--- src/rtl/ssb_pkg.sv ---
// ============================================================================
// ssb_pkg - shared types and constants for the scaled sprite blitter
// Register map, configuration record, queue entry and clamp helpers.
// ============================================================================
`default_nettype none

package ssb_pkg;

    localparam int MAX_SPRITE_DIM = 64;
    localparam int MAX_SCALE      = 8;
    localparam int MAX_SCREEN_DIM = 1024;

    localparam int COLOR_W = 16;
    localparam int POS_W   = 11;                       // dest_x / dest_y
    localparam int DIM_W   = 7;                        // sprite_width / height
    localparam int SCALE_W = 4;
    localparam int SCR_W   = 10;                       // framebuffer width / height
    localparam int ADDR_W  = 20;
    localparam int IDX_W   = 3;
    localparam int CFG_W   = POS_W;                    // widest register
    localparam int CNT_W   = $clog2(MAX_SPRITE_DIM);   // column / row counters
    localparam int STEP_W  = $clog2(MAX_SCALE);        // dx / dy counters
    localparam int OFF_W   = CNT_W + SCALE_W;          // col * scale
    localparam int COORD_W = 13;                       // signed screen coordinate

    localparam int QUEUE_DEPTH = 2;
    localparam int QPTR_W      = $clog2(QUEUE_DEPTH);
    localparam int QCNT_W      = $clog2(QUEUE_DEPTH + 1);

    typedef enum logic [IDX_W-1:0] {
        REG_DEST_X        = 3'd0,
        REG_DEST_Y        = 3'd1,
        REG_SPRITE_WIDTH  = 3'd2,
        REG_SPRITE_HEIGHT = 3'd3,
        REG_SCALE_FACTOR  = 3'd4,
        REG_FB_WIDTH      = 3'd5,
        REG_FB_HEIGHT     = 3'd6
    } ssb_reg_t;

    typedef struct packed {
        logic [POS_W-1:0]   dest_x;
        logic [POS_W-1:0]   dest_y;
        logic [DIM_W-1:0]   sprite_width;
        logic [DIM_W-1:0]   sprite_height;
        logic [SCALE_W-1:0] scale_factor;
        logic [SCR_W-1:0]   fb_width;
        logic [SCR_W-1:0]   fb_height;
    } ssb_cfg_t;

    localparam ssb_cfg_t CFG_RESET = '{
        dest_x:        POS_W'(0),
        dest_y:        POS_W'(0),
        sprite_width:  DIM_W'(1),
        sprite_height: DIM_W'(1),
        scale_factor:  SCALE_W'(1),
        fb_width:      SCR_W'(205),
        fb_height:     SCR_W'(120)
    };

    // one source pixel, already placed on screen at its block's top-left corner
    typedef struct packed {
        logic [COLOR_W-1:0] color;
        logic [COORD_W-1:0] px0;
        logic [COORD_W-1:0] py0;
        logic               last_pixel;
    } ssb_job_t;

    function automatic logic [DIM_W-1:0] clamp_dim(input logic [DIM_W-1:0] v);
        logic [DIM_W-1:0] r;
        if (v == '0)
            r = DIM_W'(1);
        else if (v > DIM_W'(MAX_SPRITE_DIM))
            r = DIM_W'(MAX_SPRITE_DIM);
        else
            r = v;
        return r;
    endfunction

    function automatic logic [SCALE_W-1:0] clamp_scale(input logic [SCALE_W-1:0] v);
        logic [SCALE_W-1:0] r;
        if (v == '0)
            r = SCALE_W'(1);
        else if (v > SCALE_W'(MAX_SCALE))
            r = SCALE_W'(MAX_SCALE);
        else
            r = v;
        return r;
    endfunction

endpackage

`default_nettype wire

--- src/rtl/ssb_queue.sv ---
// ============================================================================
// ssb_queue - short job queue
// Register FIFO between pixel intake and write generation.
// ============================================================================
`default_nettype none

module ssb_queue import ssb_pkg::*;
(
    input  wire logic      clk,
    input  wire logic      rst_n,
    input  wire logic      push_valid,
    output logic           push_ready,
    input  wire ssb_job_t  push_data,
    output logic           pop_valid,
    input  wire logic      pop_ready,
    output ssb_job_t       pop_data
);

    ssb_job_t            mem_reg [QUEUE_DEPTH];
    logic [QPTR_W-1:0]   wr_ptr_reg, wr_ptr_next;
    logic [QPTR_W-1:0]   rd_ptr_reg, rd_ptr_next;
    logic [QCNT_W-1:0]   count_reg, count_next;
    logic                push, pop;

    assign push_ready = (count_reg != QCNT_W'(QUEUE_DEPTH));
    assign pop_valid  = (count_reg != '0);
    assign pop_data   = mem_reg[rd_ptr_reg];
    assign push       = push_valid && push_ready;
    assign pop        = pop_valid && pop_ready;

    // depth is a power of two: pointers wrap on their own
    always_comb
    begin
        wr_ptr_next = push ? wr_ptr_reg + QPTR_W'(1) : wr_ptr_reg;
        rd_ptr_next = pop  ? rd_ptr_reg + QPTR_W'(1) : rd_ptr_reg;
        count_next  = count_reg;
        if (push && !pop)
            count_next = count_reg + QCNT_W'(1);
        else if (pop && !push)
            count_next = count_reg - QCNT_W'(1);
    end

    always_ff @(posedge clk or negedge rst_n)
    begin
        if (!rst_n)
        begin
            wr_ptr_reg <= '0;
            rd_ptr_reg <= '0;
            count_reg  <= '0;
        end
        else
        begin
            wr_ptr_reg <= wr_ptr_next;
            rd_ptr_reg <= rd_ptr_next;
            count_reg  <= count_next;
        end
    end

    always_ff @(posedge clk)
    begin
        if (push)
            mem_reg[wr_ptr_reg] <= push_data;
    end

endmodule

`default_nettype wire

--- config.mk ---
export PLATFORM = sky130hd
export DESIGN_NAME = ssb_queue
export DESIGN_NICKNAME = d
export VERILOG_FILES = /design/src/rtl/ssb_pkg.sv /design/src/rtl/ssb_queue.sv
export SDC_FILE = /design/constraint.sdc
export NUM_CORES = 1
export LEC_CHECK = 0
export ABC_AREA = 1
export BUFFER_PORTS_ARGS = -buffer_cell sky130_fd_sc_hd__buf_2
export CORE_MARGIN = 2
export CORE_UTILIZATION = 35
export CTS_CLUSTER_DIAMETER = 30
export DETAILED_ROUTE_END_ITERATION = 7
export SLEW_MARGIN = 40
export SYNTH_ARGS = -nofsm -noshare
export SYNTH_HDL_FRONTEND = slang
export SYNTH_SLANG_ARGS = --single-unit
--- constraint.sdc ---
create_clock -name clk -period 6.5 [get_ports clk]
set_input_delay 0.325 -clock clk [delete_from_list [all_inputs] [get_ports clk]]
set_output_delay 0.325 -clock clk [all_outputs]
set_load 0.01 [all_outputs]
### After elaboration in Yosys (flattened, before gate mapping)

Memories as Yosys holds them, arrays and structs flattened.
Cells that the tools add are included.

| cells by class | value |
|---|---|
| $add $sub $neg | 4 |
| multiply operators | 0 |
| div/mod/pow operators | 0 |
| magnitude comparators | 0 |
| equality and inequality tests | 1 |
| shift operators | 0 |
| multiplexer cells | 4 |
| bitwise gates (word level) | 0 |
| reduce and logical (&&, ||, !) cells | 8 |

Operator list:

| kind | number |
|---|---|
| 1-bit logical AND | 4 |
| 2-bit 2-to-1 mux | 2 |
| 2-bit nonzero test | 2 |
| 1-bit adder (second input constant) | 2 |
| 2-bit by 1-bit adder with 2-bit output (second input constant) | 1 |
| 1-bit zero test | 2 |
| 1-bit 2-to-1 mux | 2 |
| 2-bit != test (second input constant) | 1 |
| 2-bit by 1-bit subtractor with 2-bit output (second input constant) | 1 |

| word-level totals | value |
|---|---|
| flip-flop bits (word level) | 4 |
| bits in latches | 0 |
| RAM bits | 86 |
| memory bits (read-only) | 0 |
| input bits | 47 |
| output and inout port bits | 45 |
| logic and storage cells | 21 |
| memories | 1 |

Memory list:

| name | words | width | read ports | clocked after Yosys merged registers in | write ports | RTL line | RTL |
|---|---|---|---|---|---|---|---|
| mem_reg | 2 | 43 | 1 | 0 | 1 | ssb_queue.sv:19 | `ssb_job_t mem_reg [QUEUE_DEPTH];` |

### Depth between registers and ports, before layout

Gate-level depths: netlist of the first run.

| depth | value |
|---|---|
| depth in word-level cells | 6 |
| depth in mapped cells | 10 |
| gate-level depth less buffers | 10 |

### Worst setup path after synthesis of the first run

Ideal clock, no wire load.

| path | value |
|---|---|
| path type | reg2reg |
| start | register count_reg[0] |
| end | memory mem_reg[0][0] (netlist name) (enable) |
| library setup time | 0.443 ns |
| arrival time | 2.416 ns |
| required time | 6.057 ns |
| slack | 3.641 ns |
| stages on the path, launching flop included | 5 |
| buffers on the path | 0 |
| clock period less this slack | 2.859 ns |
| cell sequence | dfrtp_1 > inv_2 > nand2_2 > nand2_2 > nor2_1 |

| on the way | value |
|---|---|
| longest elaborated chain between the ends | 4 |

RTL lines:

| what | RTL line | RTL |
|---|---|---|
| start: declaration | ssb_queue.sv:22 | `logic [QCNT_W-1:0] count_reg, count_next;` |
| start signal: assignment | ssb_queue.sv:55 | `count_reg <= count_next;` |
| 2-bit != test | ssb_queue.sv:25 | `assign push_ready = (count_reg != QCNT_W'(QUEUE_DEPTH));` |
| via push_ready | ssb_queue.sv:12 | `output logic push_ready,` |
| 1-bit logical AND | ssb_queue.sv:28 | `assign push = push_valid && push_ready;` |
| 1-bit 2-to-1 mux | ssb_queue.sv:61 | `if (push)` |
| 1-bit 2-to-1 mux (not written as such) | ssb_queue.sv:62 | `mem_reg[wr_ptr_reg] <= push_data;` |
| end: declaration | ssb_queue.sv:19 |  |

The timed path passes the listed nets, and every way through them passes these cells.

==> run metrics, run 1 <==
status=finished clean; share of cells above drive strength 1=35.5%; Tmin final=2.24 ns; total power=0.00192 W; Final Net Count=398; clock tree buffer depth=2; first-pass GRT wire length=just over 9 mm; antenna violations before repair=0; Synth cell types=16; synthesized cell area=3420 um^2; Yosys reg bits=90; leak pwr=around 1.8 nW; clock latency on the worst-skew pair=0.34 ns; largest net degree at the start of global routing=45; Least-Margin Pin Slew=roughly 0.64 ns; Fmax=between 400 and 500 MHz; Vias/cell=roughly 4.2; Non-Filler Instances=488; hpwl dp=around 3.9 mm; DR pass1 iterations=4; input/output buffers=about 90; sequence of cells on the critical path=buf_4, inv_8, nand2_1, nand2_1, buf_2; Mapped Nets=~300; CTS clk-pin slew, worst paths=roughly 0.08 ns; DIE AREA=between 10000 and 15000 um^2; num ports=92; Core Area=~9600 um^2; initial core utilization=35.5%; number of post-CTS setup repair buffers=0; clock root buffer=clkbuf_8; commonest non-fill, non-tap cell in the layout=nand2_1; # rows=36; initial drt markers=46; Antenna Violating Nets Remaining=0; Worst Hold Class=primary input to register; max reg flops=86; PwrDens=451 nW/um^2; crit path kind=register to output port; worst slack, placed=4.53 ns; syn_area_per_cell=about 14 um^2; final wirelength=6.16 mm; CP most frequent cell=nand2_1; max-capacitance violation count=0; area grow syn2layout=24.2%; most frequent cells in the layout=nand2_1 (126), buf_2 (91), edfxtp_1 (86), nand2_2 (13), clkbuf_8 (9); CTS sink cnt=90; Hold Vio Cnt, Final=0; sequential area share after synthesis=78.4%; Die W=103 um; Synth Warn #=0; CP top delay family=flip-flops; antenna fix cells=0; CP Max Fanout=44; Startpoint Class=register; Data arrival, critical path=between 1.5 and 2 ns; vias in the first global route=about 2000; CP Buf/Inv Count=3; Slew Limit Fails=0; Peak VDD IR=0.167 mV; slowest cell on the critical path=dfrtp_2; Die H=between 100 and 150 um; Max Clock Skew=~0.008 ns; setup TNS=0 ns; GP Congestion=between 0.6 and 0.7; via count=2051; drt drc=0; RSZ-0062 raised after global routing=false; grt ovf=0; CTS Buf Count=9; placed cells=471; FF-to-FF path depth=5; Synth Instances=253; CP peak stage delay=between 0.7 and 0.8 ns; crit share post-route=34.4%; crit path capture type=output port; CP required=between 6 and 7 ns; setup slack after layout=between 4 and 5 ns; Hold Path Depth=1; WL/cell=12.6 um; CTS tree=done; total track usage=11.9%; final setup vio count=0; critical path depth=5; H-tree levels=3; Rel. slew slack=57.4%
## final cells by class
cell class              instances  area (um^2)
clock buffers                  10          128
clock inverters                 6          129
fillers                       928         5390
inverters                       7         33.8
multi-input cells             147          623
flip-flops and latches         90         2680
well taps                     133          166
repair buffers                 95          488
## logic make-up (layout without fill, tap and decap cells)
| group | Yosys count | after routing | share of synthesized area (%) |
|---|---|---|---|
| flip-flops | 90 | 90 | 78.4 |
| AND/OR/NAND/NOR | 144 | 144 | 16.9 |
| adder cells (fa/ha/maj) | 1 | 1 | 0.365 |
| XOR/XNOR | 2 | 2 | 0.512 |
| buffers and inverters | 16 | 118 | 3.87 |
## worst paths after layout
kind / from / endpoint / slack (ns)
setup / recovery: rd_ptr_reg / pop_data[21] / 4.26
hold / removal: push_data[17] / mem_reg[1][17] / 0.17
setup reg to reg: count_reg[0] / mem_reg[0][22] / 4.57
hold reg to reg: count_reg[0] / count_reg[0] / 0.53
max in group asynchronous: rst_n / rd_ptr_reg / 6.05
min in group asynchronous: rst_n / count_reg[0] / 0.32
## layer usage
metal	vias up	GRT usage, %	routed length (um)
met5	-	0	0
met4	0	4.55	56
met3	4	4.00	342
met2	59	21.2	3220
met1	953	13.2	2540
li1	1035	-	-
## power by group
part / total, W / switching [W] / internal, W
registers: 0.000858 / 0.0000638 / 0.000794
clock network: 0.000471 / 0.000178 / 0.000292
logic: 0.000591 / 0.000387 / 0.000204
total: 0.00192 / 0.000629 / 0.00129
## per-stage QoR
stage	utilization, %	cell area [um^2]	hold slack (ns)
6_report	44.1	4250	0.166
5_1_grt	44.1	4250	0.139
4_1_cts	44.1	4250	0.146
3_5_place_dp	41.3	3990	0.138
3_3_place_gp	41.3	3990	0.135
2_1_floorplan	-	3420	0.0294
## cells in the mapped netlist
| cell | number | area, um^2 |
|---|---|---|
| buf_6 | 5 | 56.3 |
| buf_12 | 1 | 20.0 |
| edfxtp_1 | 86 | 2580 |
| nand2_2 | 13 | 81.3 |
| dfrtp_1 | 4 | 100 |
| ha_1 | 1 | 12.5 |
| buf_4 | 3 | 22.5 |
| nand2_1 | 126 | 473 |
| nand4_1 | 1 | 6.26 |
| nand3_1 | 2 | 10.0 |
| inv_1 | 5 | 18.8 |
| nor2_1 | 2 | 7.51 |
| xor2_1 | 1 | 8.76 |
| inv_8 | 1 | 11.3 |
| inv_2 | 1 | 3.75 |
| xnor2_1 | 1 | 8.76 |
## what timing repair did
action / CTS / global route
hold buffers: 1 / 0
resized for setup: 0 / 0
hold endpoints to repair: 4 / 0
(Power assumes the default switching activity.)
==> inputs of run 2 (changes only) <==
==> constraint.sdc (replaced) <==
create_clock -name clk -period 2.1 [get_ports clk]
set_input_delay 0.105 -clock clk [delete_from_list [all_inputs] [get_ports clk]]
set_output_delay 0.105 -clock clk [all_outputs]
set_load 0.01 [all_outputs]
==> run 2 against run 1 <==
Net effect:
- core utilization rose by 3.6 points
- largest power group unchanged
- global-route usage increased by 1.2 points
- clock skew about the same
- combinational power rose to 3.3 times the previous value
- total power rose to 2.9 times the previous value
- final cell count grew 9.4%
- sequential share of layout area decreased by 4.8 points
- clock power grew 110%
- worst hold slack got worse by 0.13 ns
- critical path type unchanged
- highest routed layer unchanged
- critical endpoint unchanged
- via count rose by 9.4%
- non-clock buffer count rose by 46
==> run metrics, run 2 (same netlist as run 1, synthesis figures left out) <==
status=finished clean; Startpoint Class=register; Max Clock Skew=0.00787 ns; quantity of gates resized following cts=0; Data arrival, critical path=between 1.5 and 2 ns; final wirelength=6.51 mm; initial drt markers=51; Antenna Violating Nets Remaining=0; Hold Startpoint=pop_ready; Worst Hold Class=primary input to register; Critical Path Source=rd_ptr_reg; crit share post-route=between 70% and 80%; sequence of cells on the critical path=buf_4, nand2_1, nand2_1, buf_2; Die H=103 um; CTS tree=done; vias in the first global route=roughly 2200; number of post-CTS setup repair buffers=0; Final Net Count=between 400 and 500; Core Area=just under 10000 um^2; CTS Buf Count=9; setup TNS=0 ns; clock root buffer=clkbuf_8; antenna fix cells=0; CTS clk-pin slew, worst paths=around 0.080 ns; clock latency on the worst-skew pair=around 0.34 ns; CP required=roughly 2 ns; Tmin final=~1.7 ns; hpwl dp=~4.0 mm; Vias/cell=approximately 4.2; commonest non-fill, non-tap cell in the layout=nand2_1; CP Buf/Inv Count=2; max reg flops=86; Hold Vio Cnt, Final=0; WL/cell=between 10 and 15 um; via count=approximately 2200; CTS sink cnt=90; DIE AREA=10600 um^2; critical path depth=4; # hold bufs at CTS=44; drt drc=0; total power=0.00555 W; first-pass GRT wire length=about 10 mm; Seq pwr share=about 47%; sw frac=between 30% and 40%; slowest cell on the critical path=dfrtp_2; Peak VDD IR=a little over 0.5 mV; RSZ-0062 raised after global routing=false; crit path kind=register to output port; H-tree levels=3; area grow syn2layout=34.5%; largest net degree at the start of global routing=45; PwrDens=about 1200 nW/um^2; FF-to-FF path depth=9; most frequent cells in the layout=nand2_1 (126), buf_2 (91), edfxtp_1 (86), dlygate4sd3_1 (44), nand2_2 (13); clock tree buffer depth=2; crit path capture type=output port; max-capacitance violation count=0; GP Congestion=slightly below 0.7; leak pwr=1.98 nW; Switching Power=0.00196 W; input/output buffers=91; Hold Path Depth=3; Least-Margin Pin Slew=about 0.42 ns; DR pass1 iterations=4; CP Max Fanout=17; Die W=103 um; grt ovf=0; final setup vio count=0; # rows=36; Clock Power Share=around 18%; total track usage=approximately an eighth; CP peak stage delay=around 0.63 ns; CP most frequent cell=nand2_1; Comb pwr share=about a third; CP top delay family=flip-flops; antenna violations before repair=0; Slew Limit Fails=0; Fmax=approximately 600 MHz; Rel. slew slack=71.9%; initial core utilization=~36%; R2R Path Start=count_reg[0]; r2r setup slk=around 0.62 ns; internal power=roughly 0.0036 W; num ports=92; share of cells above drive strength 1=between 30% and 40%
-- run 2: changes by cell type in the layout (fill, tap and decap cells not counted) --
cell	before	now
clkbuf_1	1	3
clkinv_2	1	4
clkinv_1	1	0
bufinv_16	4	0
buf_4	3	6
dlygate4sd3_1	1	44
-- run 2: worst reg2reg max path, delay by kind of cell (launching register included) --
family | cells | cell delay (ns)
buffers and inverters | 3 | 0.26
DFF | 1 | 0.42
and+or+nand+nor | 5 | 0.40
adders and majority gates | 1 | 0.32
-- run 2: layout make-up --
| type | count | area [um^2] |
|---|---|---|
| multi-input combinational | 147 | 623 |
| inverter | 7 | 33.8 |
| tap | 133 | 166 |
| timing repair buffer | 141 | 941 |
| fill | 896 | 5040 |
| sequential | 90 | 2680 |
| clock inverter | 4 | 20.0 |
| clock buffer | 12 | 135 |
-- run 2: metrics by stage --
stage / hold WS (ns) / setup WS [ns] / instance area, um^2 / utilization [%] / cells
2_1_floorplan: -0.191 / -0.0484 / 3430 / - / 253
3_3_place_gp: -0.0824 / 0.687 / 4010 / 41.6 / 474
3_5_place_dp: -0.0814 / 0.621 / 4010 / 41.6 / 474
4_1_cts: 0.0200 / 0.374 / 4600 / 47.8 / 534
5_1_grt: 0.0271 / 0.265 / 4600 / 47.8 / 534
6_report: 0.0387 / 0.422 / 4600 / 47.8 / 534
-- run 2: routing by layer --
layer	vias up	share of wire [%]	wire (um)	global-route usage, %
met1	1048	43	2790	15.5
met2	65	52	3390	22.8
met3	2	4.7	307	4.14
li1	1128	-	-	-
met5	-	0	0	0
met4	0	0.43	28	4.45
-- run 2: power by group through the flow --
stage               combinational [W]  clock [W]  sequential (W)
finish                        0.00195   0.000975         0.00263
global placement              0.00191          0         0.00267
detailed placement            0.00194          0         0.00268
global route                  0.00222    0.00110         0.00268
floorplan                     0.00133          0         0.00260
CTS                           0.00200    0.00101         0.00264
-- run 2: worst paths after layout --
| kind | end |
|---|---|
| setup reg to reg | count_reg[1] |
| hold reg to reg | count_reg[0] |
| min in group asynchronous | wr_ptr_reg |
| max in group asynchronous | rd_ptr_reg |
| hold / removal | rd_ptr_reg |
| setup / recovery | pop_data[21] |
==> inputs of run 3 (changes only) <==
==> constraint.sdc (replaced) <==
create_clock -name clk -period 1.7 [get_ports clk]
set_input_delay 0.085 -clock clk [delete_from_list [all_inputs] [get_ports clk]]
set_output_delay 0.085 -clock clk [all_outputs]
set_load 0.01 [all_outputs]
==> run 3 against run 2 <==
Net effect:
- clock power up 42%
- die area unchanged
- largest cell class unchanged
- final cell count up 0.56%
- sequential power rose by 23%
- via count is essentially flat
- register-to-register slack worse by 0.37 ns
- first-iteration DRC count rose by 27%
- routed wire length is 1.1% higher
- total power is 28% higher
- design area is 1.9% higher
==> run metrics, run 3 (same netlist as run 1, synthesis figures left out) <==
GP Congestion=around 0.66; via count=between 2000 and 2500; PwrDens=~1500 nW/um^2; CTS clk-pin slew, worst paths=0.08 ns; H-tree levels=3; CP required=between 1.5 and 2 ns; total track usage=roughly an eighth; sequence of cells on the critical path=clkinv_8, nand2_1, nand2_1, buf_2; max reg flops=86; crit path kind=register to output port; r2r setup slk=0.25 ns; CTS tree=done; RSZ-0062 raised after global routing=false; Final Net Count=between 400 and 500; # rows=36; drt drc=0; Rel. slew slack=~83%; antenna fix cells=0; first-pass GRT wire length=between 10 and 15 mm; clock tree buffer depth=2; CP Buf/Inv Count=2; Slew Limit Fails=0; Fillers=slightly above 900; initial drt markers=65; R2R Path Start=count_reg[0]; crit path capture type=output port; Startpoint Class=register; slowest cell on the critical path=dfrtp_4; Non-Filler Instances=around 540; met3 wire length=roughly 350 um; clock root buffer=clkbuf_8; smallest hold slack=approximately 0.076 ns; DR pass1 iterations=4; Least-Margin Pin Slew=0.253 ns; Die H=roughly 100 um; CTS sink cnt=90; DIE AREA=~11000 um^2; commonest non-fill, non-tap cell in the layout=nand2_1; most frequent cells in the layout=nand2_1 (126), buf_2 (91), edfxtp_1 (86), dlygate4sd3_1 (45), nand2_2 (13); antenna violations before repair=0; CP Max Fanout=between 40 and 50; final setup vio count=0; clock latency on the worst-skew pair=between 0.3 and 0.4 ns; grt ovf=0; initial core utilization=roughly 36%; Worst Hold Class=primary input to async pin; setup slack after layout=0.164 ns; crit share post-route=approximately 90%; leak pwr=2.01 nW; final wirelength=roughly 6.6 mm; status=finished clean; area grow syn2layout=37.1%; Critical Path Source=rd_ptr_reg; Fmax=approximately 650 MHz; CP most frequent cell=nand2_1; Tmin final=between 1.5 and 2 ns; placed cells=~470; input/output buffers=91; CP peak stage delay=0.54 ns; vias in the first global route=around 2200; Peak VDD IR=about 0.65 mV; worst slack, placed=0.254 ns; Data arrival, critical path=roughly 1.5 ns; RR Endpoint=count_reg[1]; Hold Vio Cnt, Final=0; Max Clock Skew=a little under 0.005 ns; Vias/cell=approximately 4.2; Core Area=9640 um^2; share of cells above drive strength 1=32.2%; largest net degree at the start of global routing=45; Antenna Violating Nets Remaining=0; top layer in use=met4; WL/cell=roughly 12 um; CTS Buf Count=9; CP top delay family=flip-flops; Die W=103 um; wire length on met2=3.33 mm; FF-to-FF path depth=9; num ports=92; max-capacitance violation count=0; wl on met1=2.82 mm; hpwl dp=about 4.2 mm
## run 3: routing by layer
metal  global-route usage [%]  vias up
met5                        0        -
met4                     4.86        0
met3                     4.27        9
met2                     22.8       60
met1                     15.2     1040
li1                         -     1133
## run 3: worst max-delay path by stage
stage	cells after the start	end	slack, ns
after global placement	5	mem_reg[0][24]	0.28
after floorplan	4	mem_reg[0][0]	-0.45
after detailed placement	9	count_reg[1]	0.25
after global routing	4	pop_data[23]	0.05
final	4	pop_data[15]	0.16
after CTS	4	pop_data[12]	0.01
## run 3: layout make-up
class / count / area, um^2 / share of cell area (%)
Timing Repair Buffer: 144 / 991 / 21.1
Tap cell: 133 / 166 / 3.55
Sequential cell: 90 / 2690 / 57.3
Clock inverter: 5 / 55.1 / 1.17
Inverter: 7 / 38.8 / 0.827
Multi-Input combinational cell: 147 / 623 / 13.3
Clock buffer: 11 / 131 / 2.80
## run 3: report_power, final
group          switching [W]  internal [W]  leakage (nW)  total (W)
clock network       0.000703      0.000676        0.0909    0.00138
registers           0.000196       0.00304         0.847    0.00323
logic                0.00156      0.000952          1.07    0.00252
total                0.00246       0.00466          2.01    0.00713
## run 3: what timing repair did
| item | CTS | global route |
|---|---|---|
| hold buffers | 45 | 0 |
| gates cloned | 0 | 0 |
| endpoints found under the setup margin | 4 | 27 |
| setup buffers | 0 | 2 |
| gates resized for setup | 1 | 1 |
| endpoints found under the hold margin | 91 | 0 |
## run 3: stage by stage
stage	TNS, ns	instance area (um^2)	utilization (%)	power, W
detailed placement	0	4030	41.8	0.00575
global placement	0	4030	41.8	0.00570
global route	0	4690	48.7	0.00768
CTS	0	4670	48.5	0.00723
floorplan	-38.56	3430	-	0.00486
finish	0	4690	48.7	0.00713
